## config.mk

```make
export PLATFORM = sky130hd
export DESIGN_NAME = mcc2d_mac
export DESIGN_NICKNAME = d
export VERILOG_FILES = /design/src/mcc2d_pkg.sv /design/src/mcc2d_mac.sv
export SDC_FILE = /design/constraint.sdc
export NUM_CORES = 1
export LEC_CHECK = 0
export BUFFER_PORTS_ARGS = -buffer_cell sky130_fd_sc_hd__clkbuf_2
export CAP_MARGIN = 10
export CELL_PAD_IN_SITES_DETAIL_PLACEMENT = 0
export CELL_PAD_IN_SITES_GLOBAL_PLACEMENT = 1
export CORE_UTILIZATION = 40
export CTS_CLUSTER_SIZE = 28
export DETAILED_ROUTE_END_ITERATION = 10
export PLACE_DENSITY_LB_ADDON = 0.1
export RECOVER_POWER = 50
export SLEW_MARGIN = 20
export SYNTH_ARGS = -nofsm -noshare
export SYNTH_HDL_FRONTEND = slang
export SYNTH_SLANG_ARGS = --single-unit
```

## constraint.sdc

```tcl
create_clock -name clk -period 6.9 [get_ports clk]
set_clock_uncertainty 0.05 [all_clocks]
set_input_delay 0.345 -clock clk [delete_from_list [all_inputs] [get_ports clk]]
set_output_delay 0.345 -clock clk [all_outputs]
set_load 0.01 [all_outputs]
```

## src/mcc2d_pkg.sv

```systemverilog
// Shared types and constants for the strided multichannel convolution core.
package mcc2d_pkg;

  localparam int WIDTH_MAX         = 256;
  localparam int HEIGHT_MAX        = 256;
  localparam int KERN_MAX          = 8;
  localparam int KERN_CHANNELS_MAX = 8;
  localparam int IN_CHANNELS_MAX   = 16;

  localparam int KADDR_W = $clog2(KERN_CHANNELS_MAX * KERN_MAX * KERN_MAX);
  localparam int LADDR_W = $clog2(KERN_MAX * WIDTH_MAX);
  localparam int KROW_W  = $clog2(KERN_MAX);
  localparam int COL_W   = $clog2(WIDTH_MAX);
  localparam int ROW_W   = $clog2(HEIGHT_MAX);
  localparam int SUM_W   = 38;
  localparam int PROD_W  = 32;

  localparam logic [2:0] REG_IN_HEIGHT     = 3'd0;
  localparam logic [2:0] REG_IN_WIDTH      = 3'd1;
  localparam logic [2:0] REG_IN_CHANNELS   = 3'd2;
  localparam logic [2:0] REG_KERN_CHANNELS = 3'd3;
  localparam logic [2:0] REG_KERN_HEIGHT   = 3'd4;
  localparam logic [2:0] REG_KERN_WIDTH    = 3'd5;
  localparam logic [2:0] REG_STRIDE        = 3'd6;

  localparam logic CMD_WEIGHT = 1'b0;
  localparam logic CMD_SAMPLE = 1'b1;

  // Control from the sequencer to the MAC datapath.
  typedef struct packed {
    logic clear;   // start a new sum with this product
    logic valid;   // a product pair is presented this cycle
  } mac_ctl_t;

endpackage

```

## src/mcc2d_mac.sv

```systemverilog
// Shared multiply-accumulate unit: registered product, then accumulate.
module mcc2d_mac (
  input  logic                           clk,
  input  mcc2d_pkg::mac_ctl_t            ctl,
  input  logic signed [15:0]             a,
  input  logic signed [15:0]             b,
  output logic signed [mcc2d_pkg::SUM_W-1:0] acc
);

  logic signed [mcc2d_pkg::PROD_W-1:0] prod;
  logic                                prod_valid;
  logic                                prod_clear;

  always_ff @(posedge clk) begin
    prod       <= a * b;
    prod_valid <= ctl.valid;
    prod_clear <= ctl.clear;
    if (prod_valid) begin
      if (prod_clear) begin
        acc <= mcc2d_pkg::SUM_W'(prod);
      end else begin
        acc <= acc + mcc2d_pkg::SUM_W'(prod);
      end
    end
  end

endmodule

```

==> results.tsv <==
stage	metric	value	unit
cts	clock_latency	0.33	ns
synth	synthMuxAreaShare	0.236	%
synth	synth.most_common_cell	inv_1	
sta	max_freq	0.164	GHz
placed_design	place.gp.congestion	0.846	
cts	cts_tree	yes	
critical_path	reg2reg_slack	3.82	ns
synth	synth_top_family_by_area	adder cells	
critical_path	crit_arrival	6.31	ns
placed_design	dpl_worst_slack	0.412	ns
cts	clock_sinks	72	
synth	synth_edf_count	38	
floorplan	rows	67	
hold_path	hold_path.class	primary input to flop	
cells_and_area	drive_above_1_share	4.50	%
route	firstDrtPassIters	5	
synth	synthFlopType	edfxtp_1	
hold_path	min_to	prod_valid	
status	violations	max-capacitance violations, max-slew violations	
floorplan	start_util	40.9	%
grt	grt_pass1_wl	54.6	mm
sta	tightest_slew	1.88	ns
route	ant_nets	0	
grt	grt_use_total	19.5	%
cts	clk_pin_slew	0.06	ns
synth	synth_compound_area_share	9.79	%
route	wl_per_cell	16.5	um
placed_design	port_buffers	72	
synth	yosysTopAreaCellShare	38.1	%
cells_and_area	fillCellCount	3415	
synth	ys_ff_latch	72	
placed_design	dp_hpwl	27.4	mm
grt	grt_max_degree	71	
critical_path	r2r_end	acc[36]	
synth	ys_warn_count	0	
critical_path	rr_startpoint	acc[0]	
critical_path	worstPathRequired	7.11	ns
synth	synth_area_leaders	fa_1 (38%), ha_1 (11%), edfxtp_1 (8.3%)	
cts	cts_buffer_depth	2	
synth	ys_types	57	
cells_and_area	num_antenna_cells	0	
hold_path	min_delay_path_depth	1	
synth	syn_inst	1478	
critical_path	cp-start-kind	primary input	
floorplan	die_area	0.0353	sq mm
cts	h-tree-depth	3	
job	cap_violations	1	
synth	synth_area_leader_cell	fa_1	
sta	layout_setup_ws	0.806	ns
critical_path	r2r_cells	12	
synth	synthArstFlopShare	0	%
floorplan	fp.dieW	188	um
sta	grt_setup_unrepaired	false	
cts	post_cts_resized	0	
cells_and_area	area_growth	7.79	%
cts	cts-root-buf	clkbuf_16	
status	outcome	finished, violations left	
synth	netlist_top_cells_count	inv_1 (302), fa_1 (263), nand2_1 (169), and2_1 (128), ha_1 (119)	
floorplan	io_pins	73	
synth	yosys.area_share.adder	48.9	%
synth	synthXorXnorAreaFrac	4.19	%
route	vias	9620	
route	drc	0	
sta	setup_viol	0	
hold_path	hp-start	ctl[0]	
cts	postCtsHoldBufs	0	
synth	seq_area_frac_synth	13.2	%
critical_path	end_kind	flop	
critical_path	path_max_fanout	16	
route	vias_per_cell	4.86	
route	drtIter0Drc	352	
grt	grt_pass1_vias	10300	
cts	cts_setup_buffers	0	
grt	antenna_found_initial	0	
synth	syn_nets	1895	
synth	syn_avg_cell_area	9.34	sq um
sta	period_share	88.3	%
sta	relSlewSlack	-25.2	%
cts	cts_buffers	9	
synth	syn-cell-area	0.0138	sq mm
sta	finalHoldViolCount	0	
sta	finalCriticalPeriod	6.09	ns
floorplan	core	0.0338	sq mm
floorplan	fp.dieH	188	um
sta	setup_tns	0	ns
synth	synthSimpleGateAreaFrac	14.4	%
cells_and_area	layout.nets	1944	
grt	grt-ovfl-total	0	
route	wl	32.6	mm
sta	maxSlewViolCount	39	
critical_path	criticalPathCategory	primary input to flop	
==> per-stage QoR <==
step / hold slack [ns] / cell area (sq um) / utilization, % / cells
4_1_cts: 0.0558 / 14900 / 44.2 / 1980
6_report: 0.0653 / 14900 / 44.1 / 1980
3_3_place_gp: 0.401 / 14600 / 43.3 / 1964
5_1_grt: 0.0563 / 14900 / 44.1 / 1980
3_5_place_dp: 0.400 / 14600 / 43.3 / 1964
2_1_floorplan: 0.323 / 13800 / - / 1478
==> registers in the layout (all words and copies together), names as in the netlist <==
| signal | count |
|---|---|
| prod_clear | 1 |
| prod_valid | 1 |
| acc | 38 |
| prod | 32 |
==> layer usage <==
layer / up-vias / global-route usage (%) / part of all wire (%)
met5: - / 0 / 0
met4: 0 / 3.60 / 1.1
met3: 18 / 1.59 / 3.4
met2: 159 / 29.1 / 41
met1: 4750 / 30.7 / 55
li1: 4693 / - / -
==> worst max path at each step <==
stage | startpoint | to | slack [ns] | cells past startpoint
6_report | b[1] | prod[30] | 0.81 | 21
5_1_grt | b[1] | prod[30] | 0.44 | 21
4_1_cts | b[1] | prod[30] | 0.78 | 21
3_5_place_dp | b[1] | prod[30] | 0.41 | 21
3_3_place_gp | b[1] | prod[30] | 0.48 | 21
2_1_floorplan | b[1] | prod[31] | 1.04 | 21
==> worst max-delay path, cell delays in order <==
cell	delay, ns
clkbuf_2	0.24
nand2_1	0.18
inv_1	0.10
fa_1	0.64
fa_1	0.84
fa_1	0.51
fa_1	0.50
fa_1	0.50
inv_1	0.05
fa_1	0.47
inv_1	0.04
ha_1	0.34
nand2_1	0.13
nor2_1	0.07
and3_1	0.22
nand2_1	0.07
o21ai_0	0.07
nor4bb_1	0.48
o21ai_0	0.19
a21oi_1	0.19
xnor2_1	0.13
==> layout by cell type, fill, tap and decap left out, types with 4 or more instances in the layout <==
cell,n
a21oi_1,52
o21a_1,6
o21bai_1,16
nand2b_1,12
clkbuf_1,39
ha_1,119
nor2b_1,8
edfxtp_1,38
a211oi_1,7
clkbuf_16,9
clkbuf_2,33
a21o_1,24
o21ai_1,4
fa_1,263
nor2_1,51
o21ai_0,52
buf_4,7
xnor2_1,44
inv_1,302
nand3_1,11
nor3_1,9
a211o_1,4
nand2_1,169
and2_1,127
and3_1,8
dfxtp_1,33
xor2_1,22
o211ai_1,7
nand4_1,6
==> layout make-up <==
class	instances	area (sq um)	share of cell area (%)
inverters	302	1130	7.62
clock inverters	7	78.8	0.530
flip-flops and latches	72	1820	12.2
multi-input cells	1063	10700	71.9
clock buffers	9	225	1.51
repair buffers	79	364	2.45
well taps	448	561	3.77
==> kinds of logic (layout without fill, tap and decap cells) <==
logic type | after synthesis | count (layout)
simple gates | 408 | 408
fa+ha+maj | 382 | 382
buf+inv | 343 | 397
compound gates | 204 | 204
flops | 72 | 72
xor+xnor | 66 | 66
mux | 3 | 3
Power is left out: the tool's default activity adds up to more than one toggle a clock period on the data nets, which glitch-free logic cannot reach.
